==> src/design/assert_macros.svh <==
// ----------------------------------------------------------------------------
// assertion macros
// concurrent assertion wrappers used by source_token_scanner
// ----------------------------------------------------------------------------
`ifndef ASSERT_MACROS_SVH
`define ASSERT_MACROS_SVH

`ifndef ASSERT_OFF
`define ASSERT_PROP(lbl, clk, rst, prop) \
   lbl: assert property (@(posedge clk) disable iff (rst) prop) \
      else $error("assertion failed");
`define ASSERT_NEVER(lbl, clk, rst, cond) \
   lbl: assert property (@(posedge clk) disable iff (rst) !(cond)) \
      else $error("forbidden condition seen");
`else
`define ASSERT_PROP(lbl, clk, rst, prop)
`define ASSERT_NEVER(lbl, clk, rst, cond)
`endif

`endif

==> src/design/sts_pkg.sv <==
// ----------------------------------------------------------------------------
// sts_pkg
// types, token codes and character constants of the source token scanner
// ----------------------------------------------------------------------------
package sts_pkg;

   localparam int POSITION_WIDTH = 20;
   localparam int LINE_WIDTH     = 16;
   localparam int KEYWORD_MAX    = 6;
   localparam int KEYWORD_LEN    = 6;
   localparam int KEYWORD_COUNT  = 3;
   localparam int QUEUE_DEPTH    = 4;

   typedef logic [3:0] kind_type;

   localparam kind_type KIND_IDENT     = 4'd0;
   localparam kind_type KIND_EXPORT    = 4'd1;
   localparam kind_type KIND_IMPORT    = 4'd2;
   localparam kind_type KIND_RETURN    = 4'd3;
   localparam kind_type KIND_NUMBER    = 4'd4;
   localparam kind_type KIND_STRING    = 4'd5;
   localparam kind_type KIND_LPAREN    = 4'd6;
   localparam kind_type KIND_RPAREN    = 4'd7;
   localparam kind_type KIND_LBRACE    = 4'd8;
   localparam kind_type KIND_RBRACE    = 4'd9;
   localparam kind_type KIND_COMMA     = 4'd10;
   localparam kind_type KIND_SEMICOLON = 4'd11;
   localparam kind_type KIND_DOT       = 4'd12;
   localparam kind_type KIND_END       = 4'd13;
   localparam kind_type KIND_UNTERM    = 4'd14;
   localparam kind_type KIND_UNEXPECT  = 4'd15;

   localparam logic [7:0] CHAR_NUL       = 8'h00;
   localparam logic [7:0] CHAR_TAB       = 8'h09;
   localparam logic [7:0] CHAR_LF        = 8'h0a;
   localparam logic [7:0] CHAR_CR        = 8'h0d;
   localparam logic [7:0] CHAR_SPACE     = 8'h20;
   localparam logic [7:0] CHAR_QUOTE     = 8'h22;
   localparam logic [7:0] CHAR_LPAREN    = 8'h28;
   localparam logic [7:0] CHAR_RPAREN    = 8'h29;
   localparam logic [7:0] CHAR_COMMA     = 8'h2c;
   localparam logic [7:0] CHAR_DOT       = 8'h2e;
   localparam logic [7:0] CHAR_SEMICOLON = 8'h3b;
   localparam logic [7:0] CHAR_LBRACE    = 8'h7b;
   localparam logic [7:0] CHAR_RBRACE    = 8'h7d;

   localparam logic [7:0] KEYWORD_TABLE [KEYWORD_COUNT][KEYWORD_LEN] = '{
      '{"e", "x", "p", "o", "r", "t"},
      '{"i", "m", "p", "o", "r", "t"},
      '{"r", "e", "t", "u", "r", "n"}
   };

   localparam kind_type KEYWORD_KIND [KEYWORD_COUNT] = '{
      KIND_EXPORT, KIND_IMPORT, KIND_RETURN
   };

   typedef struct packed {
      kind_type                  kind;
      logic [POSITION_WIDTH-1:0] start;
      logic [POSITION_WIDTH-1:0] length;
      logic [LINE_WIDTH-1:0]     line;
      logic [LINE_WIDTH-1:0]     column;
   } token_type;

   // one queue entry holds every token caused by one input byte
   typedef struct packed {
      logic      pair;
      token_type first;
      token_type second;
   } entry_type;

   typedef struct packed {
      logic empty;
      logic full;
   } queue_status_type;

endpackage

==> src/design/sts_channels.sv <==
// ----------------------------------------------------------------------------
// sts_channels
// valid/ready channel interfaces for source bytes and tokens
// ----------------------------------------------------------------------------
interface sts_req_if;
   import sts_pkg::*;

   logic       valid;
   logic       ready;
   logic [7:0] source_byte;

   modport source (output valid, output source_byte, input ready);
   modport sink (input valid, input source_byte, output ready);
endinterface

interface sts_rsp_if;
   import sts_pkg::*;

   logic                      valid;
   logic                      ready;
   logic [3:0]                token_kind;
   logic [POSITION_WIDTH-1:0] token_start;
   logic [POSITION_WIDTH-1:0] token_length;
   logic [LINE_WIDTH-1:0]     token_line;
   logic [LINE_WIDTH-1:0]     token_column;
   logic                      last_of_run;

   modport source (
      output valid, output token_kind, output token_start, output token_length,
      output token_line, output token_column, output last_of_run, input ready
   );
   modport sink (
      input valid, input token_kind, input token_start, input token_length,
      input token_line, input token_column, input last_of_run, output ready
   );
endinterface

==> src/design/sts_front.sv <==
// ----------------------------------------------------------------------------
// sts_front
// accepts source bytes, tracks scan state and builds token entries
// ----------------------------------------------------------------------------
module sts_front (
   input  logic                      clock,
   input  logic                      reset,
   sts_req_if.sink                   req_bus,
   input  sts_pkg::queue_status_type q_status,
   output logic                      q_push,
   output sts_pkg::entry_type        q_entry
);
   import sts_pkg::*;

   localparam int BUF_IDX_W = $clog2(KEYWORD_MAX);
   localparam int WLEN_W    = $clog2(KEYWORD_MAX + 2);

   typedef enum logic [2:0] {
      MODE_IDLE,
      MODE_WORD,
      MODE_INT,
      MODE_FRAC,
      MODE_STR
   } mode_type;

   mode_type                  mode_ff, mode_in;
   logic [POSITION_WIDTH-1:0] pos_ff, pos_in;
   logic [POSITION_WIDTH-1:0] begin_ff, begin_in;
   logic [LINE_WIDTH-1:0]     line_ff, line_in;
   logic [LINE_WIDTH-1:0]     col_ff, col_in;
   logic [WLEN_W-1:0]         wlen_ff, wlen_in;
   logic [7:0]                buf_ff [KEYWORD_MAX];
   logic [7:0]                buf_in [KEYWORD_MAX];

   logic                      accept;
   logic [7:0]                c;
   logic                      is_alpha, is_digit;
   logic [POSITION_WIDTH-1:0] pos_inc;
   logic [LINE_WIDTH-1:0]     col_inc, line_inc;
   kind_type                  word_kind;
   logic                      run_idle, flush, idle_emit, str_close;
   token_type                 flush_tok, idle_tok;
   logic                      kw_hit [KEYWORD_COUNT];

   assign c        = req_bus.source_byte;
   assign req_bus.ready = !q_status.full;
   assign accept   = req_bus.valid && req_bus.ready;
   assign is_alpha = (c >= "A" && c <= "Z") || (c >= "a" && c <= "z") || c == "_";
   assign is_digit = c >= "0" && c <= "9";
   assign pos_inc  = pos_ff + 1'b1;
   assign col_inc  = (col_ff != '1) ? col_ff + 1'b1 : col_ff;
   assign line_inc = (line_ff != '1) ? line_ff + 1'b1 : line_ff;

   // keyword match
   always_comb begin
      word_kind = KIND_IDENT;
      for (int k = 0; k < KEYWORD_COUNT; k++) begin
         kw_hit[k] = 1'b1;
         for (int j = 0; j < KEYWORD_LEN; j++) begin
            if (buf_ff[j] != KEYWORD_TABLE[k][j]) begin
               kw_hit[k] = 1'b0;
            end
         end
      end
      if (wlen_ff == WLEN_W'(KEYWORD_LEN)) begin
         for (int k = 0; k < KEYWORD_COUNT; k++) begin
            if (kw_hit[k]) begin
               word_kind = KEYWORD_KIND[k];
            end
         end
      end
   end

   always_comb begin
      mode_in   = mode_ff;
      pos_in    = pos_ff;
      begin_in  = begin_ff;
      line_in   = line_ff;
      col_in    = col_ff;
      wlen_in   = wlen_ff;
      buf_in    = buf_ff;
      run_idle  = 1'b0;
      flush     = 1'b0;
      idle_emit = 1'b0;
      str_close = 1'b0;
      flush_tok = '0;
      idle_tok  = '0;

      flush_tok.start  = begin_ff;
      flush_tok.length = pos_ff - begin_ff;
      flush_tok.line   = line_ff;
      flush_tok.column = col_ff;

      unique case (mode_ff)
         MODE_WORD: begin
            if (is_alpha || is_digit) begin
               if (wlen_ff < WLEN_W'(KEYWORD_MAX)) begin
                  buf_in[wlen_ff[BUF_IDX_W-1:0]] = c;
               end
               if (wlen_ff <= WLEN_W'(KEYWORD_MAX)) begin
                  wlen_in = wlen_ff + 1'b1;
               end
               pos_in = pos_inc;
               col_in = col_inc;
            end else begin
               flush          = 1'b1;
               flush_tok.kind = word_kind;
               run_idle       = 1'b1;
            end
         end
         MODE_INT: begin
            if (is_digit) begin
               pos_in = pos_inc;
               col_in = col_inc;
            end else if (c == CHAR_DOT) begin
               pos_in  = pos_inc;
               col_in  = col_inc;
               mode_in = MODE_FRAC;
            end else begin
               flush          = 1'b1;
               flush_tok.kind = KIND_NUMBER;
               run_idle       = 1'b1;
            end
         end
         MODE_FRAC: begin
            if (is_digit) begin
               pos_in = pos_inc;
               col_in = col_inc;
            end else begin
               flush          = 1'b1;
               flush_tok.kind = KIND_NUMBER;
               run_idle       = 1'b1;
            end
         end
         MODE_STR: begin
            if (c == CHAR_QUOTE) begin
               pos_in           = pos_inc;
               col_in           = col_inc;
               mode_in          = MODE_IDLE;
               str_close        = 1'b1;
               flush_tok.kind   = KIND_STRING;
               flush_tok.length = pos_inc - begin_ff;
               flush_tok.column = col_inc;
            end else if (c == CHAR_NUL) begin
               flush          = 1'b1;
               flush_tok.kind = KIND_UNTERM;
               run_idle       = 1'b1;
            end else begin
               pos_in = pos_inc;
               col_in = col_inc;
            end
         end
         default: begin
            run_idle = 1'b1;
         end
      endcase

      if (run_idle) begin
         mode_in         = MODE_IDLE;
         idle_tok.start  = pos_ff;
         idle_tok.length = POSITION_WIDTH'(1);
         idle_tok.line   = line_ff;
         idle_tok.column = col_inc;
         unique case (c) inside
            CHAR_NUL: begin
               idle_emit       = 1'b1;
               idle_tok.kind   = KIND_END;
               idle_tok.length = '0;
               idle_tok.column = col_ff;
               pos_in          = '0;
               begin_in        = '0;
               line_in         = LINE_WIDTH'(1);
               col_in          = LINE_WIDTH'(1);
               wlen_in         = '0;
            end
            CHAR_LF: begin
               line_in = line_inc;
               col_in  = LINE_WIDTH'(1);
               pos_in  = pos_inc;
            end
            CHAR_SPACE, CHAR_TAB, CHAR_CR: begin
               pos_in = pos_inc;
               col_in = col_inc;
            end
            default: begin
               begin_in = pos_ff;
               pos_in   = pos_inc;
               col_in   = col_inc;
               if (is_alpha) begin
                  buf_in[0] = c;
                  wlen_in   = WLEN_W'(1);
                  mode_in   = MODE_WORD;
               end else if (is_digit) begin
                  mode_in = MODE_INT;
               end else if (c == CHAR_QUOTE) begin
                  mode_in = MODE_STR;
               end else begin
                  idle_emit = 1'b1;
                  unique case (c)
                     CHAR_LPAREN:    idle_tok.kind = KIND_LPAREN;
                     CHAR_RPAREN:    idle_tok.kind = KIND_RPAREN;
                     CHAR_LBRACE:    idle_tok.kind = KIND_LBRACE;
                     CHAR_RBRACE:    idle_tok.kind = KIND_RBRACE;
                     CHAR_COMMA:     idle_tok.kind = KIND_COMMA;
                     CHAR_SEMICOLON: idle_tok.kind = KIND_SEMICOLON;
                     CHAR_DOT:       idle_tok.kind = KIND_DOT;
                     default:        idle_tok.kind = KIND_UNEXPECT;
                  endcase
               end
            end
         endcase
      end
   end

   assign q_push         = accept && (flush || str_close || idle_emit);
   assign q_entry.pair   = flush && idle_emit;
   assign q_entry.first  = (flush || str_close) ? flush_tok : idle_tok;
   assign q_entry.second = idle_tok;

   always_ff @(posedge clock) begin
      if (reset) begin
         mode_ff  <= MODE_IDLE;
         pos_ff   <= '0;
         begin_ff <= '0;
         line_ff  <= LINE_WIDTH'(1);
         col_ff   <= LINE_WIDTH'(1);
         wlen_ff  <= '0;
      end else if (accept) begin
         mode_ff  <= mode_in;
         pos_ff   <= pos_in;
         begin_ff <= begin_in;
         line_ff  <= line_in;
         col_ff   <= col_in;
         wlen_ff  <= wlen_in;
         buf_ff   <= buf_in;
      end
   end

endmodule

==> src/design/sts_queue.sv <==
// ----------------------------------------------------------------------------
// sts_queue
// small fifo of token entries between the scanner front and the output side
// ----------------------------------------------------------------------------
module sts_queue (
   input  logic                      clock,
   input  logic                      reset,
   input  logic                      q_push,
   input  sts_pkg::entry_type        q_entry,
   input  logic                      q_pop,
   output sts_pkg::entry_type        q_head,
   output sts_pkg::queue_status_type q_status
);
   import sts_pkg::*;

   localparam int PTR_W = $clog2(QUEUE_DEPTH);
   localparam int CNT_W = $clog2(QUEUE_DEPTH + 1);

   entry_type         slot_ff [QUEUE_DEPTH];
   logic [PTR_W-1:0]  wr_ff, wr_in;
   logic [PTR_W-1:0]  rd_ff, rd_in;
   logic [CNT_W-1:0]  count_ff, count_in;
   logic              do_push, do_pop;

   assign q_status.full  = count_ff == CNT_W'(QUEUE_DEPTH);
   assign q_status.empty = count_ff == '0;
   assign q_head         = slot_ff[rd_ff];
   assign do_push        = q_push && !q_status.full;
   assign do_pop         = q_pop && !q_status.empty;

   always_comb begin
      wr_in    = wr_ff;
      rd_in    = rd_ff;
      count_in = count_ff;
      if (do_push) begin
         wr_in = (wr_ff == PTR_W'(QUEUE_DEPTH - 1)) ? '0 : wr_ff + 1'b1;
      end
      if (do_pop) begin
         rd_in = (rd_ff == PTR_W'(QUEUE_DEPTH - 1)) ? '0 : rd_ff + 1'b1;
      end
      if (do_push && !do_pop) begin
         count_in = count_ff + 1'b1;
      end else if (do_pop && !do_push) begin
         count_in = count_ff - 1'b1;
      end
   end

   always_ff @(posedge clock) begin
      if (reset) begin
         wr_ff    <= '0;
         rd_ff    <= '0;
         count_ff <= '0;
      end else begin
         wr_ff    <= wr_in;
         rd_ff    <= rd_in;
         count_ff <= count_in;
         if (do_push) begin
            slot_ff[wr_ff] <= q_entry;
         end
      end
   end

endmodule

==> src/design/sts_back.sv <==
// ----------------------------------------------------------------------------
// sts_back
// unpacks queue entries into single token transactions on a registered output
// ----------------------------------------------------------------------------
module sts_back (
   input  logic                      clock,
   input  logic                      reset,
   input  sts_pkg::entry_type        q_head,
   input  sts_pkg::queue_status_type q_status,
   output logic                      q_pop,
   sts_rsp_if.source                 rsp_bus
);
   import sts_pkg::*;

   logic      valid_ff, valid_in;
   logic      second_ff, second_in;
   logic      last_ff, last_in;
   token_type tok_ff, tok_in;
   logic      load;

   assign load = !valid_ff || rsp_bus.ready;

   always_comb begin
      valid_in  = valid_ff;
      second_in = second_ff;
      last_in   = last_ff;
      tok_in    = tok_ff;
      q_pop     = 1'b0;
      if (load) begin
         valid_in = !q_status.empty;
         if (!q_status.empty) begin
            tok_in    = second_ff ? q_head.second : q_head.first;
            last_in   = !q_head.pair || second_ff;
            q_pop     = !q_head.pair || second_ff;
            second_in = q_head.pair && !second_ff;
         end
      end
   end

   always_ff @(posedge clock) begin
      if (reset) begin
         valid_ff  <= 1'b0;
         second_ff <= 1'b0;
      end else begin
         valid_ff  <= valid_in;
         second_ff <= second_in;
      end
      last_ff <= last_in;
      tok_ff  <= tok_in;
   end

   assign rsp_bus.valid        = valid_ff;
   assign rsp_bus.token_kind   = tok_ff.kind;
   assign rsp_bus.token_start  = tok_ff.start;
   assign rsp_bus.token_length = tok_ff.length;
   assign rsp_bus.token_line   = tok_ff.line;
   assign rsp_bus.token_column = tok_ff.column;
   assign rsp_bus.last_of_run  = last_ff;

endmodule

==> src/design/source_token_scanner.sv <==
// a completed token is written into the queue, then registered in sts_back for rsp_bus
// throughput: one source byte per cycle unless the queue is full, one token per cycle
// while rsp_bus is ready; a two-token byte fills one entry of the four-entry queue
// reset: synchronous, returns to offset 0, line 1, column 1 and empties the queue
// ----------------------------------------------------------------------------
// source_token_scanner
// streaming lexical scanner: source bytes in, token transactions out
// ----------------------------------------------------------------------------
`include "assert_macros.svh"

module source_token_scanner (
   input  logic      clock,
   input  logic      reset,
   sts_req_if.sink   req_bus,
   sts_rsp_if.source rsp_bus
);
   import sts_pkg::*;

   logic             q_push;
   logic             q_pop;
   entry_type        q_entry;
   entry_type        q_head;
   queue_status_type q_status;

   sts_front u_front (
      .clock    (clock),
      .reset    (reset),
      .req_bus  (req_bus),
      .q_status (q_status),
      .q_push   (q_push),
      .q_entry  (q_entry)
   );

   sts_queue u_queue (
      .clock    (clock),
      .reset    (reset),
      .q_push   (q_push),
      .q_entry  (q_entry),
      .q_pop    (q_pop),
      .q_head   (q_head),
      .q_status (q_status)
   );

   sts_back u_back (
      .clock    (clock),
      .reset    (reset),
      .q_head   (q_head),
      .q_status (q_status),
      .q_pop    (q_pop),
      .rsp_bus  (rsp_bus)
   );

   `ASSERT_NEVER(a_push_when_full, clock, reset, q_push && q_status.full)
   `ASSERT_NEVER(a_pop_when_empty, clock, reset, q_pop && q_status.empty)
   `ASSERT_PROP(a_idle_after_reset, clock, 1'b0, reset |=> !rsp_bus.valid)

endmodule
==> src/flat_wrapper.sv <==
// flat-port wrapper written by rule: the top's interface ports become plain ports
module source_token_scanner_flat import sts_pkg::*;
  (clock, reset, req_bus_valid, req_bus_source_byte, req_bus_ready, rsp_bus_valid, rsp_bus_token_kind, rsp_bus_token_start, rsp_bus_token_length, rsp_bus_token_line, rsp_bus_token_column, rsp_bus_last_of_run, rsp_bus_ready);
  sts_req_if req_bus_i ();
  sts_rsp_if rsp_bus_i ();
  input  logic clock;
  input  logic reset;
  input wire logic [$bits(req_bus_i.valid)-1:0] req_bus_valid;
  input wire logic [$bits(req_bus_i.source_byte)-1:0] req_bus_source_byte;
  output wire logic [$bits(req_bus_i.ready)-1:0] req_bus_ready;
  output wire logic [$bits(rsp_bus_i.valid)-1:0] rsp_bus_valid;
  output wire logic [$bits(rsp_bus_i.token_kind)-1:0] rsp_bus_token_kind;
  output wire logic [$bits(rsp_bus_i.token_start)-1:0] rsp_bus_token_start;
  output wire logic [$bits(rsp_bus_i.token_length)-1:0] rsp_bus_token_length;
  output wire logic [$bits(rsp_bus_i.token_line)-1:0] rsp_bus_token_line;
  output wire logic [$bits(rsp_bus_i.token_column)-1:0] rsp_bus_token_column;
  output wire logic [$bits(rsp_bus_i.last_of_run)-1:0] rsp_bus_last_of_run;
  input wire logic [$bits(rsp_bus_i.ready)-1:0] rsp_bus_ready;
  assign req_bus_i.valid = req_bus_valid;
  assign req_bus_i.source_byte = req_bus_source_byte;
  assign req_bus_ready = req_bus_i.ready;
  assign rsp_bus_valid = rsp_bus_i.valid;
  assign rsp_bus_token_kind = rsp_bus_i.token_kind;
  assign rsp_bus_token_start = rsp_bus_i.token_start;
  assign rsp_bus_token_length = rsp_bus_i.token_length;
  assign rsp_bus_token_line = rsp_bus_i.token_line;
  assign rsp_bus_token_column = rsp_bus_i.token_column;
  assign rsp_bus_last_of_run = rsp_bus_i.last_of_run;
  assign rsp_bus_i.ready = rsp_bus_ready;
  source_token_scanner u_core (.clock(clock), .reset(reset), .req_bus(req_bus_i), .rsp_bus(rsp_bus_i));
endmodule
==> config.mk <==
export PLATFORM = sky130hd
export DESIGN_NAME = source_token_scanner_flat
export DESIGN_NICKNAME = d
export VERILOG_FILES = /design/src/design/sts_pkg.sv /design/src/design/sts_channels.sv /design/src/design/sts_front.sv /design/src/design/sts_queue.sv /design/src/design/sts_back.sv /design/src/design/source_token_scanner.sv /design/src/flat_wrapper.sv
export VERILOG_INCLUDE_DIRS = /design/src /design/src/design
export SDC_FILE = /design/constraint.sdc
export NUM_CORES = 1
export LEC_CHECK = 0
export BUFFER_PORTS_ARGS = -buffer_cell sky130_fd_sc_hd__buf_4
export CAP_MARGIN = 0
export CELL_PAD_IN_SITES_DETAIL_PLACEMENT = 1
export CELL_PAD_IN_SITES_GLOBAL_PLACEMENT = 1
export CORE_MARGIN = 2
export CORE_UTILIZATION = 55
export CTS_BUF_LIST = sky130_fd_sc_hd__clkbuf_16
export DETAILED_ROUTE_END_ITERATION = 8
export GPL_ROUTABILITY_DRIVEN = 0
export GPL_TIMING_DRIVEN = 0
export HOLD_SLACK_MARGIN = 0.15
export PLACE_DENSITY = 0.94
export SLEW_MARGIN = 10
export SYNTH_ARGS = -nofsm -noshare
export SYNTH_HDL_FRONTEND = slang
export SYNTH_SLANG_ARGS = --single-unit
==> constraint.sdc <==
create_clock -name clock -period 13.3 [get_ports clock]
set_clock_uncertainty 0.05 [all_clocks]
set_input_delay 2.66 -clock clock [delete_from_list [all_inputs] [get_ports clock]]
set_output_delay 2.66 -clock clock [all_outputs]
set_load 0.02 [all_outputs]
==> results.toml <==
[setup_path]
reg2reg_slack_ns = 8.13
crit_arrival_ns = 6.93
cp.required_ns = 13.55
critPathCaptureType = "flip-flop"
crit_slowest_cell = "and2_4"
worstSetupPathType = "input port to flip-flop"
crit_family = "simple AND/OR/NAND/NOR gates"
worst_setup_path_start_kind = "input port"
r2r_end = "u_core.u_queue.slot_ff[2][125]"
rr_worst_depth = 12
r2r_start = "u_core.u_front.pos_ff[1]"
path_cells = "buf_4 > clkbuf_1 > nor3_1 > nand3_1 > nor2_1 > a2111o_2 > a41oi_2 > nor3_1 > and2_4 > buf_16 > buf_16"
path_max_fanout = 54
path_buf_inv = 4
max_stage_delay_ns = 0.68

[timing]
whs_ns = 0.445
setup_viol = 0
hold_viol_final = 0
max_freq_mhz = 150
min_period_ns = 6.68
rsz0062_at_grt = "no"
finalMaxSlewViolations = 0
finalWorstSetupSlack_ns = 6.62
worstMarginPinSlew_ns = 1.30
setup_tns_ns = 0
relSlewSlack_pct = 13.6
min_period_over_period_pct = 50.2

[routing]
dr.pass1.iters = 8
first_iter_violations = 3339
dr_total_vias = 21900
routed_wl_mm = 105
postRouteAntennaNets = 0
drc = 0
vias_per_cell = 7.17
routedWlPerCell_um = 34.5

[worst_hold_path]
holdPathEnd = "u_core.u_front.begin_ff[10]"
hp-start = "u_core.u_front.begin_ff[10]"
hold_depth = 1
hold_path_class = "flip-flop to flip-flop"

[status]
status = "finished clean"

[logic_synthesis]
yosys.cell_count.top_type = "edfxtp_1"
yosysTopAreaCell = "edfxtp_1"
syn_area_per_cell_um2 = 15.8
ys_seq_area_share_pct = 67.2
synthFlopType = "edfxtp_1"
synth-edff-count = 661
synth_top_area_share_pct = 61.7
synth_area_leaders = "edfxtp_1 62%, mux4_2 9.4%, dfxtp_1 5.5%"
yosysWarningCount = 0
syn_area_um2 = 32200
netlist_top_cells_count = "661 x edfxtp_1, 134 x mux4_2, 112 x nand2_1"
netlist_instances = 2044
synth_cell_types = 93
synth-seq-cells = 750
syn_nets = 2108
async_flop_share_pct = 0

[clocking]
cts_root_buf = "clkbuf_16"
cts.path.max_buffers = 3
clk_pin_slew_ns = 0.07
tritoncts = "yes"
postCtsSetupBuffers = 0
clock_sinks = 750
hold_buffers = 0
cts_resized = 0
cts_buffers = 77
clk_latency_ns = 0.67
cts_htree_levels = 3

[grt]
grt_pass1_vias = 22800
grt_pass1_wl_mm = 153
overflow = 0
grt_start_max_net_pins = 55
grt_usage_pct = 34.8
antenna_found_initial = 2

[power_and_ir_drop]
comb_power_share_pct = 26.7
swShare_pct = 31.3
p_clk_share_pct = 31.6
power.density_nw_per_um2 = 195
leakage_nw = 12.4
ir_drop_mv = 0.165
p_sw_w = 0.00224
seqPwrFrac_pct = 41.7
intPower_w = 0.00492

[floorplan]
die_w_um = 246
core_um2 = 57800
dieArea_um2 = 60500
ios = 91
die_y_um = 246
row_count = 88
start_util_pct = 55.7

[finish]
fill_cells = 5117
nets = 2288
drive_gt1_share_pct = 21.3
area_delta_synth_final_pct = 14.1
finalNonFillerCells = 3054

[place]
place_ws_ns = 6.54
numPlacedInstances = 2910
dp_hpwl_mm = 59.3
io_buffers = 90

[run]
maxCapViolCount = 0
==> worst reg2reg max path, stage by stage, from the launching register on <==
cell and delay (ns):
dfxtp_1 0.57, ha_1 0.36, nand3_1 0.26, nor3_1 0.66, nand3_1 0.34, xnor2_1 0.35
ha_1 0.34, a21oi_1 0.19, o21ai_0 0.12, a21oi_1 0.30, a21oi_1 0.24, a41o_1 0.33
o32ai_1 0.73
==> cell families (layout without fill, tap and decap cells) <==
family | count (synthesis) | after routing | share of synthesized area [%]
flops | 750 | 750 | 67.2
xor+xnor | 73 | 73 | 1.99
simple gates | 502 | 502 | 8.28
other cells | 0 | 2 | 0
mux | 210 | 210 | 12.0
compound gates | 313 | 313 | 6.48
fa+ha+maj | 52 | 52 | 2.09
buf+inv | 144 | 387 | 1.97
==> layout by cell type, fill, tap and decap left out, drive strengths merged, types with 10 or more instances in the layout <==
cell type,synthesis,routed
clkinv,0,34
xor2,40,40
nor2,112,112
inv,41,58
nand4,16,16
xnor2,33,33
buf,39,138
nand3,46,46
mux4,134,134
o21ai,81,81
nor2b,29,29
edfxtp,661,661
o21a,17,17
a21o,18,18
and3,13,13
nor4,13,13
a22o,25,25
o31ai,12,12
ha,49,49
nor3,36,36
nand2b,15,15
a21oi,78,78
and2,61,61
clkbuf,61,140
nand2,113,113
or3,12,12
bufinv,0,10
dfxtp,89,89
o22ai,15,15
mux2,67,67
==> metal layers <==
metal	track usage [%]	wire length [um]	vias to the layer above
li1	-	-	8357
met1	42.4	36100	10900
met2	56.1	49800	1980
met3	7.92	11200	670
met4	22.6	8070	0
met5	0	0	-
==> state kept, by name, indices dropped and copies added (netlist names), 8 cells and up, named ones only <==
name                                cells
u_core.u_back.rsp_bus.token_column     16
u_core.u_back.rsp_bus.token_length     20
u_core.u_back.rsp_bus.token_line       16
u_core.u_back.rsp_bus.token_start      20
u_core.u_front.begin_ff                20
u_core.u_front.buf_ff                   8
u_core.u_front.col_ff                  16
u_core.u_front.line_ff                 16
u_core.u_front.pos_ff                  20
u_core.u_queue.slot_ff                536
==> cell type report <==
cell class	instances	area, um2	share of cell area [%]
buffer	103	484	1.32
clock buffer	77	1930	5.25
antenna	2	5.00	0.0136
tap	765	957	2.61
multi-input combinational	1150	9970	27.2
clock inverter	65	628	1.71
sequential	750	21600	58.9
inverter	41	154	0.419
timing repair buffer	101	971	2.64
==> power groups by stage <==
stage	clock [W]	combinational [W]	sequential (W)
finish	0.00226	0.00191	0.00299
global route	0.00234	0.00199	0.00300
CTS	0.00225	0.00187	0.00299
detailed placement	0	0.00180	0.00302
global placement	0	0.00167	0.00305
floorplan	0	0.000965	0.00319
==> through the flow <==
step / power [W] / area [um2] / utilization (%)
floorplan: 0.00415 / 32200 / -
global placement: 0.00472 / 33800 / 58.5
detailed placement: 0.00482 / 34100 / 59.1
CTS: 0.00711 / 36700 / 63.5
global route: 0.00732 / 36700 / 63.5
finish: 0.00717 / 36700 / 63.5
==> how the worst max path moves through the flow <==
stage	to	cells after the start	slack, ns	start
floorplan	u_core.u_queue.count_ff[2]	10	5.13	rsp_bus_ready
global placement	u_core.u_queue.count_ff[2]	11	2.34	rsp_bus_ready
detailed placement	u_core.u_queue.slot_ff[2][64]	11	6.54	req_bus_source_byte[0]
CTS	u_core.u_queue.slot_ff[1][134]	11	6.92	req_bus_source_byte[0]
global route	u_core.u_queue.slot_ff[3][60]	11	6.63	req_bus_source_byte[0]
finish	u_core.u_queue.slot_ff[3][60]	11	6.62	req_bus_source_byte[0]
Note: power is estimated with default switching activity, not from simulation.
